<file path="config.mk">
export PLATFORM = sky130hd
export DESIGN_NAME = serial_link_handshake_field_parser_flat
export DESIGN_NICKNAME = d
export VERILOG_FILES = /design/src/rtl/slhfp_pkg.sv /design/src/rtl/slhfp_in_if.sv /design/src/rtl/slhfp_out_if.sv /design/src/rtl/slhfp_datapath.sv /design/src/rtl/slhfp_ctrl.sv /design/src/rtl/serial_link_handshake_field_parser.sv /design/src/flat_wrapper.sv
export SDC_FILE = /design/constraint.sdc
export NUM_CORES = 2
export LEC_CHECK = 0
export BUFFER_PORTS_ARGS = -buffer_cell sky130_fd_sc_hd__buf_2
export CAP_MARGIN = 10
export CELL_PAD_IN_SITES_DETAIL_PLACEMENT = 1
export CELL_PAD_IN_SITES_GLOBAL_PLACEMENT = 2
export CORE_ASPECT_RATIO = 0.9
export CORE_UTILIZATION = 42
export DETAILED_ROUTE_END_ITERATION = 16
export PLACE_DENSITY = 0.76
export SLEW_MARGIN = 20
export SYNTH_ARGS = -nofsm -noshare
export SYNTH_HDL_FRONTEND = slang
export SYNTH_SLANG_ARGS = --single-unit
</file>
<file path="constraint.sdc">
create_clock -name i_clk -period 6.25 [get_ports i_clk]
set_clock_uncertainty 0.2 [all_clocks]
set_input_delay 1.25 -clock i_clk [delete_from_list [all_inputs] [get_ports i_clk]]
set_output_delay 1.25 -clock i_clk [all_outputs]
set_load 0.02 [all_outputs]
</file>
<file path="src/rtl/slhfp_pkg.sv">
// ----------------------------------------------------------------------------
// slhfp_pkg
// Types, constants and reply tables for the serial link handshake parser.
// ----------------------------------------------------------------------------
package slhfp_pkg;

    localparam int LINE_CAPACITY = 64;
    localparam int NAME_CAPACITY = 28;
    localparam int SLOT_COUNT    = 12;
    localparam int LINE_AW       = $clog2(LINE_CAPACITY);
    localparam int LEN_W         = $clog2(LINE_CAPACITY + 1);
    localparam int FLEN_W        = $clog2(NAME_CAPACITY + 1);
    localparam int FC_DEPTH      = SLOT_COUNT * NAME_CAPACITY;
    localparam int FC_AW         = $clog2(FC_DEPTH);
    localparam int SLOT_W        = 4;
    localparam int IDX_W         = 5;
    localparam int MAX_OUT       = 6;
    localparam int REP_CW        = 3;
    localparam int ITER_W        = 3;

    localparam logic [7:0]  UNIT_SEP      = 8'h1F;
    localparam logic [7:0]  CHAR_CR       = 8'h0D;
    localparam logic [7:0]  CHAR_LF       = 8'h0A;
    localparam logic [31:0] TIMEOUT_RESET = 32'd3000000;

    typedef enum logic [2:0] {
        STG_GREET_HOST   = 3'd0,
        STG_GREET_DEV    = 3'd1,
        STG_CONFIRM_HOST = 3'd2,
        STG_CONFIRM_DEV  = 3'd3,
        STG_READY        = 3'd4,
        STG_ERROR_WAIT   = 3'd5
    } t_stage;

    typedef enum logic [1:0] {
        OP_BYTE   = 2'd0,
        OP_TICK   = 2'd1,
        OP_READ   = 2'd2,
        OP_IGNORE = 2'd3
    } t_op;

    typedef enum logic {
        KIND_REPLY = 1'b0,
        KIND_FIELD = 1'b1
    } t_kind;

    typedef enum logic [2:0] {
        MSG_HELLO,
        MSG_LINKED,
        MSG_ACK,
        MSG_NAK,
        MSG_BEAT
    } t_msg;

    typedef enum logic [3:0] {
        CS_IDLE,
        CS_STEP,
        CS_SCAN_RD,
        CS_SCAN_CHK,
        CS_COPY_RD,
        CS_COPY_WR,
        CS_SPLIT_END,
        CS_EMIT,
        CS_READ_OUT
    } t_ctrl_state;

    // Commands from the controller to the datapath
    typedef struct packed {
        logic   item_start;
        logic   take_byte;
        logic   tick;
        logic   read_issue;
        logic   stage_we;
        t_stage stage_val;
        logic   arm;
        logic   clear_line;
        logic   clear_all;
        logic   set_stats;
        logic   send_en;
        t_msg   send_msg;
        logic   split_start;
        logic   scan_step;
        logic   copy_wr;
        logic   field_done;
        logic   line_rd_copy;
        logic   out_load_rep;
        logic   out_load_field;
    } t_cmd;

    // Status from the datapath to the controller
    typedef struct packed {
        t_stage stage;
        logic   line_ready;
        logic   dl_zero;
        logic   tmo_zero;
        logic   is_jb;
        logic   is_p06;
        logic   is_p15;
        logic   is_d11;
        logic   is_c30;
        logic   is_c31;
        logic   is_h30;
        logic   scan_more;
        logic   is_sep;
        logic   slot_ok;
        logic   copy_more;
        logic   split_ok;
        logic   rep_empty;
        logic   emit_last;
        logic   out_busy;
    } t_stat;

    function automatic logic [FLEN_W-1:0] slot_cap(input logic [SLOT_W-1:0] slot);
        case (slot)
            4'd0, 4'd1:   slot_cap = FLEN_W'(NAME_CAPACITY);
            4'd8, 4'd10:  slot_cap = FLEN_W'(8);
            default:      slot_cap = FLEN_W'(6);
        endcase
    endfunction

    function automatic logic [REP_CW-1:0] msg_len(input t_msg m);
        case (m)
            MSG_HELLO:        msg_len = REP_CW'(6);
            MSG_ACK, MSG_NAK: msg_len = REP_CW'(5);
            default:          msg_len = REP_CW'(4);
        endcase
    endfunction

    function automatic logic [7:0] msg_byte(input t_msg m, input logic [REP_CW-1:0] k);
        logic [7:0] b;
        b = 8'h00;
        case (m)
            MSG_HELLO: begin
                case (k)
                    3'd0:    b = "P";
                    3'd1:    b = "0";
                    3'd2:    b = "0";
                    3'd3:    b = "1";
                    3'd4:    b = CHAR_CR;
                    default: b = CHAR_LF;
                endcase
            end
            MSG_LINKED: begin
                case (k)
                    3'd0:    b = "L";
                    3'd1:    b = 8'h06;
                    3'd2:    b = CHAR_CR;
                    default: b = CHAR_LF;
                endcase
            end
            MSG_ACK, MSG_NAK: begin
                case (k)
                    3'd0:    b = "D";
                    3'd1:    b = 8'h11;
                    3'd2:    b = (m == MSG_ACK) ? 8'h06 : 8'h15;
                    3'd3:    b = CHAR_CR;
                    default: b = CHAR_LF;
                endcase
            end
            default: begin
                case (k)
                    3'd0:    b = "H";
                    3'd1:    b = 8'h31;
                    3'd2:    b = CHAR_CR;
                    default: b = CHAR_LF;
                endcase
            end
        endcase
        msg_byte = b;
    endfunction

endpackage

</file>
<file path="src/rtl/slhfp_in_if.sv">
// ----------------------------------------------------------------------------
// slhfp_in_if
// Input channel: one received byte, tick or field read per transaction.
// ----------------------------------------------------------------------------
interface slhfp_in_if;
    logic       valid;
    logic       ready;
    logic [1:0] op;
    logic [7:0] data_byte;
    logic [3:0] field_slot;
    logic [4:0] char_index;

    modport source (output valid, op, data_byte, field_slot, char_index, input ready);
    modport sink   (input valid, op, data_byte, field_slot, char_index, output ready);
endinterface

</file>
<file path="src/rtl/slhfp_out_if.sv">
// ----------------------------------------------------------------------------
// slhfp_out_if
// Output channel: one reply byte or field character per transaction.
// ----------------------------------------------------------------------------
interface slhfp_out_if;
    logic       valid;
    logic       ready;
    logic       kind;
    logic [7:0] out_byte;
    logic       last;
    logic [2:0] stage;
    logic       show_stats;

    modport source (output valid, kind, out_byte, last, stage, show_stats, input ready);
    modport sink   (input valid, kind, out_byte, last, stage, show_stats, output ready);
endinterface

</file>
<file path="src/rtl/slhfp_datapath.sv">
// ----------------------------------------------------------------------------
// slhfp_datapath
// Line buffer, field store, deadline counter, reply queue and output register.
// ----------------------------------------------------------------------------
module slhfp_datapath
    import slhfp_pkg::*;
(
    input  logic                i_clk,
    input  logic                i_rst_n,
    input  t_cmd                i_cmd,
    output t_stat               o_stat,
    input  logic [7:0]          i_data_byte,
    input  logic [SLOT_W-1:0]   i_field_slot,
    input  logic [IDX_W-1:0]    i_char_index,
    input  logic                i_cfg_we,
    input  logic [31:0]         i_cfg_wdata,
    output logic [31:0]         o_timeout,
    input  logic                i_out_ready,
    output logic                o_out_valid,
    output logic                o_out_kind,
    output logic [7:0]          o_out_byte,
    output logic                o_out_last,
    output logic [2:0]          o_out_stage,
    output logic                o_out_stats
);

    logic [31:0]             r_timeout;
    t_stage                  r_stage;
    logic [LEN_W-1:0]        r_len;
    logic                    r_ready;
    logic [31:0]             r_deadline;
    logic [FLEN_W-1:0]       r_flen [SLOT_COUNT];
    logic                    r_stats;
    logic [7:0]              r_prev;
    logic [7:0]              r_hdr [3];
    logic [7:0]              r_line [LINE_CAPACITY];
    logic [7:0]              r_line_q;
    logic [7:0]              r_fc [FC_DEPTH];
    logic [7:0]              r_fc_q;
    logic                    r_fc_ok;
    logic [7:0]              r_rep [MAX_OUT];
    logic [REP_CW-1:0]       r_rep_cnt;
    logic [REP_CW-1:0]       r_emit_k;
    logic [LEN_W-1:0]        r_i;
    logic [LEN_W-1:0]        r_start;
    logic [LEN_W-1:0]        r_count;
    logic [SLOT_W-1:0]       r_first;
    logic [SLOT_W-1:0]       r_nsl;
    logic [SLOT_W-1:0]       r_cur_slot;
    logic [FLEN_W-1:0]       r_seg;
    logic [FLEN_W-1:0]       r_k;
    logic                    r_out_valid;
    logic                    r_out_kind;
    logic [7:0]              r_out_byte;
    logic                    r_out_last;
    t_stage                  r_out_stage;
    logic                    r_out_stats;

    logic [LINE_AW-1:0]      w_wpos;
    logic [LEN_W-1:0]        w_wpos_ext;
    logic                    w_crlf;
    logic [LEN_W-1:0]        w_copy_addr;
    logic [LINE_AW-1:0]      w_line_raddr;
    logic [LEN_W-1:0]        w_seg_raw;
    logic [FLEN_W-1:0]       w_seg_cap;
    logic [FLEN_W-1:0]       w_cap;
    logic [SLOT_W-1:0]       w_new_slot;
    logic [FC_AW-1:0]        w_fc_waddr;
    logic [FC_AW-1:0]        w_fc_raddr;
    logic                    w_rd_ok;
    logic [FLEN_W-1:0]       w_rd_len;
    logic [7:0]              n_rep [MAX_OUT];
    logic [REP_CW-1:0]       n_rep_cnt;
    logic [7:0]              w_c0;
    logic [7:0]              w_c1;
    logic [7:0]              w_c2;

    // Byte placement: wrap a full buffer, detect CR LF against the previous byte
    assign w_wpos     = (r_len >= LEN_W'(LINE_CAPACITY)) ? '0 : r_len[LINE_AW-1:0];
    assign w_wpos_ext = LEN_W'(w_wpos);
    assign w_crlf     = (w_wpos != '0) && (r_prev == CHAR_CR) && (i_data_byte == CHAR_LF);

    // Header characters read as zero past the line length
    assign w_c0 = (r_len > LEN_W'(0)) ? r_hdr[0] : 8'h00;
    assign w_c1 = (r_len > LEN_W'(1)) ? r_hdr[1] : 8'h00;
    assign w_c2 = (r_len > LEN_W'(2)) ? r_hdr[2] : 8'h00;

    // Split addressing
    assign w_copy_addr  = r_start + LEN_W'(r_k);
    assign w_line_raddr = i_cmd.line_rd_copy ? w_copy_addr[LINE_AW-1:0] : r_i[LINE_AW-1:0];
    assign w_seg_raw    = (r_i > r_start) ? (r_i - r_start) : '0;
    assign w_new_slot   = r_first + r_count[SLOT_W-1:0];
    assign w_cap        = slot_cap(w_new_slot);
    assign w_seg_cap    = (w_seg_raw > LEN_W'(w_cap)) ? w_cap : w_seg_raw[FLEN_W-1:0];
    assign w_fc_waddr   = FC_AW'(r_cur_slot) * FC_AW'(NAME_CAPACITY) + FC_AW'(r_k);

    // Field read lookup
    assign w_rd_len   = (i_field_slot < SLOT_W'(SLOT_COUNT)) ? r_flen[i_field_slot] : '0;
    assign w_rd_ok    = (i_field_slot < SLOT_W'(SLOT_COUNT)) &&
                        (FLEN_W'(i_char_index) < w_rd_len);
    assign w_fc_raddr = w_rd_ok ?
                        (FC_AW'(i_field_slot) * FC_AW'(NAME_CAPACITY) + FC_AW'(i_char_index))
                        : '0;

    // Append a reply message, capped at the queue depth
    always_comb begin
        int off;
        n_rep     = r_rep;
        n_rep_cnt = r_rep_cnt;
        off       = 0;
        if (i_cmd.send_en) begin
            for (int j = 0; j < MAX_OUT; j++) begin
                off = j - int'(r_rep_cnt);
                if (off >= 0 && off < int'(msg_len(i_cmd.send_msg))) begin
                    n_rep[j] = msg_byte(i_cmd.send_msg, REP_CW'(off));
                end
            end
            if (int'(r_rep_cnt) + int'(msg_len(i_cmd.send_msg)) > MAX_OUT) begin
                n_rep_cnt = REP_CW'(MAX_OUT);
            end else begin
                n_rep_cnt = r_rep_cnt + msg_len(i_cmd.send_msg);
            end
        end
    end

    // Configuration register
    always_ff @(posedge i_clk) begin
        if (!i_rst_n) begin
            r_timeout <= TIMEOUT_RESET;
        end else if (i_cfg_we) begin
            r_timeout <= i_cfg_wdata;
        end
    end

    // Link stage, stats flag, deadline
    always_ff @(posedge i_clk) begin
        if (!i_rst_n) begin
            r_stage    <= STG_GREET_HOST;
            r_stats    <= 1'b0;
            r_deadline <= '0;
        end else begin
            if (i_cmd.clear_all) begin
                r_stage <= STG_GREET_HOST;
                r_stats <= 1'b0;
            end else begin
                if (i_cmd.stage_we) begin
                    r_stage <= i_cmd.stage_val;
                end
                if (i_cmd.set_stats) begin
                    r_stats <= 1'b1;
                end
            end
            if (i_cmd.arm) begin
                r_deadline <= r_timeout;
            end else if (i_cmd.tick && (r_deadline != '0)) begin
                r_deadline <= r_deadline - 32'd1;
            end
        end
    end

    // Line length and completion
    always_ff @(posedge i_clk) begin
        if (!i_rst_n) begin
            r_len   <= '0;
            r_ready <= 1'b0;
        end else if (i_cmd.clear_all || i_cmd.clear_line) begin
            r_len   <= '0;
            r_ready <= 1'b0;
        end else if (i_cmd.take_byte && !r_ready) begin
            r_len   <= w_wpos_ext + LEN_W'(1);
            r_ready <= w_crlf;
        end
    end

    // Line bytes, header copies and previous byte
    always_ff @(posedge i_clk) begin
        if (i_cmd.take_byte && !r_ready) begin
            r_line[w_wpos] <= i_data_byte;
            r_prev         <= i_data_byte;
            if (w_wpos_ext < LEN_W'(3)) begin
                r_hdr[w_wpos_ext[1:0]] <= i_data_byte;
            end
        end
        r_line_q <= r_line[w_line_raddr];
    end

    // Field lengths
    always_ff @(posedge i_clk) begin
        if (!i_rst_n || i_cmd.clear_all) begin
            for (int s = 0; s < SLOT_COUNT; s++) begin
                r_flen[s] <= '0;
            end
        end else if (i_cmd.field_done) begin
            r_flen[r_cur_slot] <= r_seg;
        end
    end

    // Field character store
    always_ff @(posedge i_clk) begin
        if (i_cmd.copy_wr) begin
            r_fc[w_fc_waddr] <= r_line_q;
        end
        if (i_cmd.read_issue) begin
            r_fc_q  <= r_fc[w_fc_raddr];
            r_fc_ok <= w_rd_ok;
        end
    end

    // Split walk registers
    always_ff @(posedge i_clk) begin
        if (i_cmd.split_start) begin
            r_i     <= '0;
            r_start <= LEN_W'(3);
            r_count <= '0;
            r_first <= w_c2[0] ? SLOT_W'(3) : SLOT_W'(0);
            r_nsl   <= w_c2[0] ? SLOT_W'(9) : SLOT_W'(3);
        end else if (i_cmd.scan_step) begin
            if (o_stat.is_sep && o_stat.slot_ok) begin
                r_cur_slot <= w_new_slot;
                r_seg      <= w_seg_cap;
                r_k        <= '0;
            end else begin
                if (o_stat.is_sep) begin
                    r_count <= r_count + LEN_W'(1);
                    r_start <= r_i + LEN_W'(1);
                end
                r_i <= r_i + LEN_W'(1);
            end
        end else if (i_cmd.field_done) begin
            r_count <= r_count + LEN_W'(1);
            r_start <= r_i + LEN_W'(1);
            r_i     <= r_i + LEN_W'(1);
        end else if (i_cmd.copy_wr) begin
            r_k <= r_k + FLEN_W'(1);
        end
    end

    // Reply queue
    always_ff @(posedge i_clk) begin
        if (!i_rst_n) begin
            r_rep_cnt <= '0;
            r_emit_k  <= '0;
        end else if (i_cmd.item_start) begin
            r_rep_cnt <= '0;
            r_emit_k  <= '0;
        end else begin
            r_rep_cnt <= n_rep_cnt;
            if (i_cmd.out_load_rep) begin
                r_emit_k <= r_emit_k + REP_CW'(1);
            end
        end
    end

    always_ff @(posedge i_clk) begin
        r_rep <= n_rep;
    end

    // Output register: hold until taken
    always_ff @(posedge i_clk) begin
        if (!i_rst_n) begin
            r_out_valid <= 1'b0;
        end else if (i_cmd.out_load_rep || i_cmd.out_load_field) begin
            r_out_valid <= 1'b1;
        end else if (i_out_ready) begin
            r_out_valid <= 1'b0;
        end
    end

    always_ff @(posedge i_clk) begin
        if (i_cmd.out_load_rep) begin
            r_out_kind  <= KIND_REPLY;
            r_out_byte  <= r_rep[r_emit_k];
            r_out_last  <= o_stat.emit_last;
            r_out_stage <= r_stage;
            r_out_stats <= r_stats;
        end else if (i_cmd.out_load_field) begin
            r_out_kind  <= KIND_FIELD;
            r_out_byte  <= r_fc_ok ? r_fc_q : 8'h00;
            r_out_last  <= 1'b1;
            r_out_stage <= r_stage;
            r_out_stats <= r_stats;
        end
    end

    // Status back to the controller
    always_comb begin
        o_stat            = '0;
        o_stat.stage      = r_stage;
        o_stat.line_ready = r_ready;
        o_stat.dl_zero    = (r_deadline == '0);
        o_stat.tmo_zero   = (r_timeout == '0);
        o_stat.is_jb      = (w_c0 == "J") && (w_c1 == "B") && (w_c2 == 8'h05);
        o_stat.is_p06     = (w_c0 == "P") && (w_c1 == 8'h06);
        o_stat.is_p15     = (w_c0 == "P") && (w_c1 == 8'h15);
        o_stat.is_d11     = (w_c0 == "D") && (w_c1 == 8'h11);
        o_stat.is_c30     = (w_c2 == 8'h30);
        o_stat.is_c31     = (w_c2 == 8'h31);
        o_stat.is_h30     = (w_c0 == "H") && (w_c1 == 8'h30);
        o_stat.scan_more  = (r_i < r_len);
        o_stat.is_sep     = (r_line_q == UNIT_SEP);
        o_stat.slot_ok    = (r_count < LEN_W'(r_nsl));
        o_stat.copy_more  = (r_k < r_seg);
        o_stat.split_ok   = (r_count == LEN_W'(r_nsl));
        o_stat.rep_empty  = (r_rep_cnt == '0);
        o_stat.emit_last  = (r_emit_k == r_rep_cnt - REP_CW'(1));
        o_stat.out_busy   = r_out_valid;
    end

    assign o_timeout   = r_timeout;
    assign o_out_valid = r_out_valid;
    assign o_out_kind  = r_out_kind;
    assign o_out_byte  = r_out_byte;
    assign o_out_last  = r_out_last;
    assign o_out_stage = r_out_stage;
    assign o_out_stats = r_out_stats;

endmodule

</file>
<file path="src/rtl/slhfp_ctrl.sv">
// ----------------------------------------------------------------------------
// slhfp_ctrl
// Sequencer: accepts a transaction, runs link stage steps, walks a stats
// line split and emits the queued results.
// ----------------------------------------------------------------------------
module slhfp_ctrl
    import slhfp_pkg::*;
(
    input  logic       i_clk,
    input  logic       i_rst_n,
    input  logic       i_in_valid,
    input  logic [1:0] i_in_op,
    output logic       o_in_ready,
    input  t_stat      i_stat,
    output t_cmd       o_cmd
);

    t_ctrl_state       r_state;
    t_ctrl_state       n_state;
    logic [ITER_W-1:0] r_iter;
    logic [ITER_W-1:0] n_iter;
    t_cmd              w_step;
    logic              w_step_split;
    logic              w_step_chg;
    t_op               w_op;

    assign w_op = t_op'(i_in_op);

    // One pass of the link stage logic
    always_comb begin
        logic   arm_now;
        t_stage nxt;
        arm_now      = 1'b0;
        w_step       = '0;
        w_step_split = 1'b0;
        unique case (i_stat.stage)
            STG_ERROR_WAIT: begin
                if (i_stat.dl_zero) begin
                    w_step.clear_all = 1'b1;
                end
            end
            STG_GREET_HOST: begin
                if (i_stat.line_ready) begin
                    if (i_stat.is_jb) begin
                        w_step.stage_we  = 1'b1;
                        w_step.stage_val = STG_GREET_DEV;
                    end
                    w_step.clear_line = 1'b1;
                end
            end
            STG_GREET_DEV: begin
                w_step.send_en   = 1'b1;
                w_step.send_msg  = MSG_HELLO;
                w_step.stage_we  = 1'b1;
                w_step.stage_val = STG_CONFIRM_HOST;
                w_step.arm       = 1'b1;
            end
            STG_CONFIRM_HOST: begin
                if (i_stat.line_ready) begin
                    if (i_stat.is_p06) begin
                        w_step.stage_we  = 1'b1;
                        w_step.stage_val = STG_CONFIRM_DEV;
                    end else if (i_stat.is_p15) begin
                        w_step.stage_we  = 1'b1;
                        w_step.stage_val = STG_ERROR_WAIT;
                        w_step.arm       = 1'b1;
                        arm_now          = 1'b1;
                    end
                    w_step.clear_line = 1'b1;
                end
                // Deadline seen after the line, including a fresh arm
                if (arm_now ? i_stat.tmo_zero : i_stat.dl_zero) begin
                    w_step.clear_line = 1'b1;
                    w_step.stage_we   = 1'b1;
                    w_step.stage_val  = STG_ERROR_WAIT;
                    w_step.arm        = 1'b1;
                end
            end
            STG_CONFIRM_DEV: begin
                w_step.send_en   = 1'b1;
                w_step.send_msg  = MSG_LINKED;
                w_step.stage_we  = 1'b1;
                w_step.stage_val = STG_READY;
                w_step.arm       = 1'b1;
            end
            STG_READY: begin
                w_step.set_stats = 1'b1;
                if (!i_stat.line_ready) begin
                    if (i_stat.dl_zero) begin
                        w_step.stage_we  = 1'b1;
                        w_step.stage_val = STG_ERROR_WAIT;
                        w_step.arm       = 1'b1;
                    end
                end else if (i_stat.is_d11 && (i_stat.is_c30 || i_stat.is_c31)) begin
                    w_step.split_start = 1'b1;
                    w_step_split       = 1'b1;
                end else begin
                    if (i_stat.is_d11) begin
                        w_step.send_en  = 1'b1;
                        w_step.send_msg = MSG_NAK;
                    end else if (i_stat.is_h30) begin
                        w_step.send_en  = 1'b1;
                        w_step.send_msg = MSG_BEAT;
                        w_step.arm      = 1'b1;
                    end
                    w_step.clear_line = 1'b1;
                end
            end
            default: begin
                w_step.stage_we  = 1'b1;
                w_step.stage_val = STG_GREET_HOST;
            end
        endcase
        if (w_step.clear_all) begin
            nxt = STG_GREET_HOST;
        end else if (w_step.stage_we) begin
            nxt = w_step.stage_val;
        end else begin
            nxt = i_stat.stage;
        end
        w_step_chg = (nxt != i_stat.stage);
    end

    // Next state
    always_comb begin
        n_state = r_state;
        n_iter  = r_iter;
        unique case (r_state)
            CS_IDLE: begin
                n_iter = '0;
                if (i_in_valid) begin
                    case (w_op)
                        OP_BYTE, OP_TICK: n_state = CS_STEP;
                        OP_READ:          n_state = CS_READ_OUT;
                        default:          n_state = CS_IDLE;
                    endcase
                end
            end
            CS_STEP: begin
                if (w_step_split) begin
                    n_state = CS_SCAN_RD;
                end else if (w_step_chg && (r_iter != '1)) begin
                    n_iter = r_iter + ITER_W'(1);
                end else begin
                    n_state = CS_EMIT;
                end
            end
            CS_SCAN_RD: begin
                n_state = i_stat.scan_more ? CS_SCAN_CHK : CS_SPLIT_END;
            end
            CS_SCAN_CHK: begin
                n_state = (i_stat.is_sep && i_stat.slot_ok) ? CS_COPY_RD : CS_SCAN_RD;
            end
            CS_COPY_RD: begin
                n_state = i_stat.copy_more ? CS_COPY_WR : CS_SCAN_RD;
            end
            CS_COPY_WR: begin
                n_state = CS_COPY_RD;
            end
            CS_SPLIT_END: begin
                n_state = CS_EMIT;
            end
            CS_EMIT: begin
                if (i_stat.rep_empty) begin
                    n_state = CS_IDLE;
                end else if (!i_stat.out_busy && i_stat.emit_last) begin
                    n_state = CS_IDLE;
                end
            end
            CS_READ_OUT: begin
                if (!i_stat.out_busy) begin
                    n_state = CS_IDLE;
                end
            end
            default: n_state = CS_IDLE;
        endcase
    end

    // Outputs
    always_comb begin
        o_cmd      = '0;
        o_in_ready = 1'b0;
        unique case (r_state)
            CS_IDLE: begin
                o_in_ready = 1'b1;
                if (i_in_valid) begin
                    o_cmd.item_start = 1'b1;
                    o_cmd.take_byte  = (w_op == OP_BYTE);
                    o_cmd.tick       = (w_op == OP_TICK);
                    o_cmd.read_issue = (w_op == OP_READ);
                end
            end
            CS_STEP:     o_cmd = w_step;
            CS_SCAN_RD:  o_cmd.line_rd_copy = 1'b0;
            CS_SCAN_CHK: o_cmd.scan_step = 1'b1;
            CS_COPY_RD: begin
                if (i_stat.copy_more) begin
                    o_cmd.line_rd_copy = 1'b1;
                end else begin
                    o_cmd.field_done = 1'b1;
                end
            end
            CS_COPY_WR:  o_cmd.copy_wr = 1'b1;
            CS_SPLIT_END: begin
                o_cmd.send_en    = 1'b1;
                o_cmd.send_msg   = i_stat.split_ok ? MSG_ACK : MSG_NAK;
                o_cmd.clear_line = 1'b1;
            end
            CS_EMIT: begin
                o_cmd.out_load_rep = !i_stat.rep_empty && !i_stat.out_busy;
            end
            CS_READ_OUT: begin
                o_cmd.out_load_field = !i_stat.out_busy;
            end
            default: o_cmd = '0;
        endcase
    end

    // State registers
    always_ff @(posedge i_clk) begin
        if (!i_rst_n) begin
            r_state <= CS_IDLE;
            r_iter  <= '0;
        end else begin
            r_state <= n_state;
            r_iter  <= n_iter;
        end
    end

endmodule

</file>
<file path="src/rtl/serial_link_handshake_field_parser.sv">
// A byte or tick runs link stage steps, then each reply byte is loaded into the output
// register once it is free. A stats line also walks the line bytes through the line
// buffer read port and copies field characters through the field store write port.
// A field read yields one character. One transaction is in work at a time.
// Reset: synchronous, active low; control state clears at once, the line buffer and field
// store hold unknown data until written and get no clearing pass.
// ----------------------------------------------------------------------------
// serial_link_handshake_field_parser
// Device side of a line-based host handshake with a stored stats field table.
// ----------------------------------------------------------------------------
module serial_link_handshake_field_parser
    import slhfp_pkg::*;
(
    input  logic        i_clk,
    input  logic        i_rst_n,
    slhfp_in_if.sink    i_in,
    slhfp_out_if.source o_out,
    input  logic        psel,
    input  logic        penable,
    input  logic        pwrite,
    input  logic [2:0]  paddr,
    input  logic [31:0] pwdata,
    output logic [31:0] prdata,
    output logic        pready
);

    t_cmd        w_cmd;
    t_stat       w_stat;
    logic        w_cfg_we;
    logic [31:0] w_timeout;

    // APB: single register, decoded at any offset with paddr[2] low
    assign pready   = 1'b1;
    assign w_cfg_we = psel && penable && pwrite && (paddr[2] == 1'b0);
    assign prdata   = (paddr[2] == 1'b0) ? w_timeout : '0;

    slhfp_ctrl u_ctrl (
        .i_clk      (i_clk),
        .i_rst_n    (i_rst_n),
        .i_in_valid (i_in.valid),
        .i_in_op    (i_in.op),
        .o_in_ready (i_in.ready),
        .i_stat     (w_stat),
        .o_cmd      (w_cmd)
    );

    slhfp_datapath u_dp (
        .i_clk        (i_clk),
        .i_rst_n      (i_rst_n),
        .i_cmd        (w_cmd),
        .o_stat       (w_stat),
        .i_data_byte  (i_in.data_byte),
        .i_field_slot (i_in.field_slot),
        .i_char_index (i_in.char_index),
        .i_cfg_we     (w_cfg_we),
        .i_cfg_wdata  (pwdata),
        .o_timeout    (w_timeout),
        .i_out_ready  (o_out.ready),
        .o_out_valid  (o_out.valid),
        .o_out_kind   (o_out.kind),
        .o_out_byte   (o_out.out_byte),
        .o_out_last   (o_out.last),
        .o_out_stage  (o_out.stage),
        .o_out_stats  (o_out.show_stats)
    );

endmodule

</file>
<file path="src/flat_wrapper.sv">
// flat-port wrapper written by rule: the top's interface ports become plain ports
module serial_link_handshake_field_parser_flat import slhfp_pkg::*;
  (i_clk, i_rst_n, psel, penable, pwrite, paddr, pwdata, prdata, pready, i_in_valid, i_in_op, i_in_data_byte, i_in_field_slot, i_in_char_index, i_in_ready, o_out_valid, o_out_kind, o_out_out_byte, o_out_last, o_out_stage, o_out_show_stats, o_out_ready);
  slhfp_in_if i_in_i ();
  slhfp_out_if o_out_i ();
  input  logic i_clk;
  input  logic i_rst_n;
  input  logic psel;
  input  logic penable;
  input  logic pwrite;
  input  logic [2:0] paddr;
  input  logic [31:0] pwdata;
  output logic [31:0] prdata;
  output logic pready;
  input wire logic [$bits(i_in_i.valid)-1:0] i_in_valid;
  input wire logic [$bits(i_in_i.op)-1:0] i_in_op;
  input wire logic [$bits(i_in_i.data_byte)-1:0] i_in_data_byte;
  input wire logic [$bits(i_in_i.field_slot)-1:0] i_in_field_slot;
  input wire logic [$bits(i_in_i.char_index)-1:0] i_in_char_index;
  output wire logic [$bits(i_in_i.ready)-1:0] i_in_ready;
  output wire logic [$bits(o_out_i.valid)-1:0] o_out_valid;
  output wire logic [$bits(o_out_i.kind)-1:0] o_out_kind;
  output wire logic [$bits(o_out_i.out_byte)-1:0] o_out_out_byte;
  output wire logic [$bits(o_out_i.last)-1:0] o_out_last;
  output wire logic [$bits(o_out_i.stage)-1:0] o_out_stage;
  output wire logic [$bits(o_out_i.show_stats)-1:0] o_out_show_stats;
  input wire logic [$bits(o_out_i.ready)-1:0] o_out_ready;
  assign i_in_i.valid = i_in_valid;
  assign i_in_i.op = i_in_op;
  assign i_in_i.data_byte = i_in_data_byte;
  assign i_in_i.field_slot = i_in_field_slot;
  assign i_in_i.char_index = i_in_char_index;
  assign i_in_ready = i_in_i.ready;
  assign o_out_valid = o_out_i.valid;
  assign o_out_kind = o_out_i.kind;
  assign o_out_out_byte = o_out_i.out_byte;
  assign o_out_last = o_out_i.last;
  assign o_out_stage = o_out_i.stage;
  assign o_out_show_stats = o_out_i.show_stats;
  assign o_out_i.ready = o_out_ready;
  serial_link_handshake_field_parser u_core (.i_clk(i_clk), .i_rst_n(i_rst_n), .i_in(i_in_i), .o_out(o_out_i), .psel(psel), .penable(penable), .pwrite(pwrite), .paddr(paddr), .pwdata(pwdata), .prdata(prdata), .pready(pready));
endmodule
</file>
==> results.py <==
metrics = {
    "sta": {
        "setup_viol": 0,
        "fin_ws_ns": 0.0441,
        "relSlewSlack": 0.103,
        "worst_pin_slew_ns": 1.35,
        "fmaxAchievable_ghz": 0.161,
        "fin_crit_sh": 0.993,
        "post-route-min-period_ns": 6.21,
        "rsz0062_at_grt": "no",
        "hold_viol_final": 0,
        "slew_violations": 0,
    },
    "layout": {
        "multi_input_area_sq_um": 38500,
        "post-route-util": 0.497,
        "area_growth_syn_to_layout_pct": 17.7,
        "fillers": 34200,
        "fin_nets": 11600,
        "regArea_sq_um": 104000,
        "drive_above_1_share": 0.182,
    },
    "synthesis": {
        "synth_area_leaders": "edfxtp_1, nand2_1, mux4_2",
        "avgSynthCellArea_sq_um": 13.9,
        "synth_commonest_cells": "edfxtp_1, nand2_1, nor2_1, nand3_1, clkbuf_1",
        "synth.most_common_cell": "edfxtp_1",
        "synth_largest_area_cell": "edfxtp_1",
        "synthFlopType": "edfxtp_1",
        "yosysTopAreaCellShare": 0.697,
        "synthArstFlopShare": 0,
        "syn_nets": 10700,
        "synth_area_sq_um": 146000,
        "ys_seq_area_frac": 0.713,
        "ys_types": 99,
        "yosysWarnings": 0,
        "synth-edff-count": 3392,
        "ys_ff_latch": 3512,
        "syn_inst": 10500,
    },
    "worst_setup_path": {
        "reg2reg_to": "u_core.u_dp.r_fc_q[1]$_DFFE_PP_",
        "crit_arrival_ns": 6.84,
        "crit_path_start_kind": "input pin",
        "startpoint": "i_in_field_slot[0]",
        "cp_common_cell": "buf_4",
        "crit_path_end": "u_core.u_dp.r_fc_q[1]$_DFFE_PP_",
        "crit_type": "input pin to flip-flop",
        "r2r_start": "u_core.u_dp.r_flen[3][4]$_SDFFCE_PN0P_",
        "path_buf_inv": 8,
        "cpPeakStageDelay_ns": 0.88,
        "path_cells": "buf_6 > buf_4 > mux4_2 > mux4_2 > nand2b_1 > ha_1 > and4_1 > and2_1 > a32o_2 > nor3_4 > buf_12 > buf_4 > buf_4 > buf_12 > mux2i_1 > mux2i_1 > a22oi_1 > buf_4 > a211oi_1 > nor4_1 > buf_4 > nand2_1 > o32a_1",
        "cp_top_family": "buffers and inverters",
        "r2r_cells": 22,
        "critPathSlowestCell": "a211oi_1",
        "critPathCaptureType": "flip-flop",
        "r2r_slack_ns": 0.27,
        "cp_data_required_time_ns": 6.89,
        "cp_max_fo": 25,
        "crit_cells": 23,
    },
    "clock_tree": {
        "path_clk_slew_ns": 0.06,
        "cts_buffer_depth": 4,
        "cts_sinks": 3512,
        "cts_tree": "done",
        "clk_latency_ns": 0.95,
        "ctsHtreeMaxLevel": 5,
        "root_buffer": "clkbuf_16",
        "cts_inserted_buffers": 363,
    },
    "placed_design": {
        "place_congestion": 0.931,
        "place_ws_ns": -1.71,
        "dp_hpwl_um": 332000,
        "port_buffers": 106,
    },
    "job": {
        "cap_violations": 0,
    },
    "floorplanning": {
        "die_w_um": 624,
        "die-area_sq_um": 350000,
        "initial_utilization": 0.422,
        "design.core.area_sq_um": 346000,
        "dieHeight_um": 562,
        "ioPinCount": 110,
        "num_rows": 205,
    },
    "routing": {
        "routedWlPerCell_um": 31.2,
        "dr.pass1.iters": 6,
        "dr.first_iter.drc_count": 11300,
        "vias_per_cell": 6.06,
        "routed_wl_um": 509000,
        "post-route-drc-count": 0,
        "vias": 98900,
        "ant_nets": 0,
    },
    "status": {
        "outcome": "complete, no violations",
    },
    "min_path": {
        "hp-class": "flip-flop to flip-flop",
    },
    "grt": {
        "grt_pass1_vias": 101000,
        "track_usage": 0.285,
        "grt_max_degree": 173,
        "grt_remaining_overflow": 0,
        "grt_pass1_wl_um": 731000,
        "antenna_found_initial": 35,
    },
    "power_and_ir_drop": {
        "p_leak_nw": 58.2,
        "peakVddDrop_uv": 420,
        "p_per_area_nw_per_um2": 387,
    },
}
[cell families after synthesis]
family / share of synthesized area
compound gates: 0.0846
xor+xnor: 0.00408
fa+ha+maj: 0.0103
buf+inv: 0.0257
flops: 0.713
mux: 0.0493
other cells: 0.0000257
simple gates: 0.113
[flip-flops by register name, indices dropped and copies added, names as in the netlist, 8 cells and up]
name                    count
u_core.u_dp.r_fc         2688
u_core.u_dp.r_line        512
u_core.u_dp.r_flen         80
u_core.u_dp.r_rep          42
u_core.u_dp.o_timeout      32
u_core.u_dp.r_deadline     32
u_core.u_dp.r_hdr          24
u_core.u_dp.o_out_byte      8
u_core.u_dp.r_fc_q          8
u_core.u_dp.r_line_q        8
u_core.u_dp.r_prev          8
[through the flow]
step                TNS (ns)  cell area, sq um  std cells  power, mW  hold slack, ns
detailed placement    -12.25            160000      15600       44.8           0.242
floorplan                  0            146000      10500       37.5           0.206
CTS                        0            172000      16300       66.5           0.238
global route               0            172000      16300       68.2           0.260
finish                     0            172000      16300       66.5           0.261
global placement      -11.19            160000      15600       44.3           0.230
[layer usage]
layer,track usage,share of wire
met5,0,0.00018
met4,0.137,0.054
met3,0.0494,0.081
met2,0.453,0.46
met1,0.380,0.40
[area by class of cell]
class,count,share of cell area
sequential,3512,0.606
clock buffer,435,0.0555
timing repair buffer,1316,0.0666
antenna,13,0.000189
clock inverter,226,0.0131
tap,4554,0.0331
inverter,81,0.00181
multi-input combinational,6178,0.224
[where the power goes]
part	internal, mW	switching [mW]
registers	28.9	0.777
clock network	12.5	9.46
logic	4.72	10.2
total	46.0	20.5
[placed cells by master (no fill, tap or decap), types with 46 or more instances in the layout]
cell type / instances
clkinv_1: 82
nor2_1: 868
nand3_1: 610
or3_1: 293
o21ai_0: 315
nor3_1: 82
edfxtp_1: 3392
o211ai_1: 282
clkbuf_1: 63
mux2i_1: 301
a21oi_1: 384
a31oi_1: 127
o22ai_1: 102
ha_1: 95
and2_1: 90
buf_12: 145
buf_4: 1060
o221ai_1: 97
inv_1: 74
and3_1: 77
dfxtp_1: 112
a211oi_1: 181
nand2b_1: 46
nand2_1: 1344
buf_2: 104
nor2b_1: 58
mux4_2: 164
clkinv_2: 67
clkbuf_16: 372
[worst min-delay path by stage]
stage                                             start                                      to  cells after the start  slack [ns]
global placement       u_core.u_dp.r_stats$_SDFFE_PP0P_       u_core.u_dp.o_out_stats$_DFFE_PP_                      0        0.23
detailed placement     u_core.u_dp.r_stats$_SDFFE_PP0P_       u_core.u_dp.o_out_stats$_DFFE_PP_                      0        0.24
CTS                                          pwdata[15]  u_core.u_dp.o_timeout[15]$_SDFFE_PN1P_                      3        0.24
global route           u_core.u_dp.r_stats$_SDFFE_PP0P_       u_core.u_dp.o_out_stats$_DFFE_PP_                      0        0.26
floorplan           u_core.u_dp.r_stage[1]$_SDFFE_PP0P_    u_core.u_dp.o_out_stage[1]$_DFFE_PP_                      0        0.21
finish                 u_core.u_dp.r_stats$_SDFFE_PP0P_       u_core.u_dp.o_out_stats$_DFFE_PP_                      0        0.26
[what timing repair did]
action	CTS	global route
endpoints found under the setup margin	8	8
setup buffers	3	0
hold buffers	0	0
resized for setup	11	11
pin swaps	1	1
hold endpoints to repair	0	0
Power figures use the tool's default switching activity.
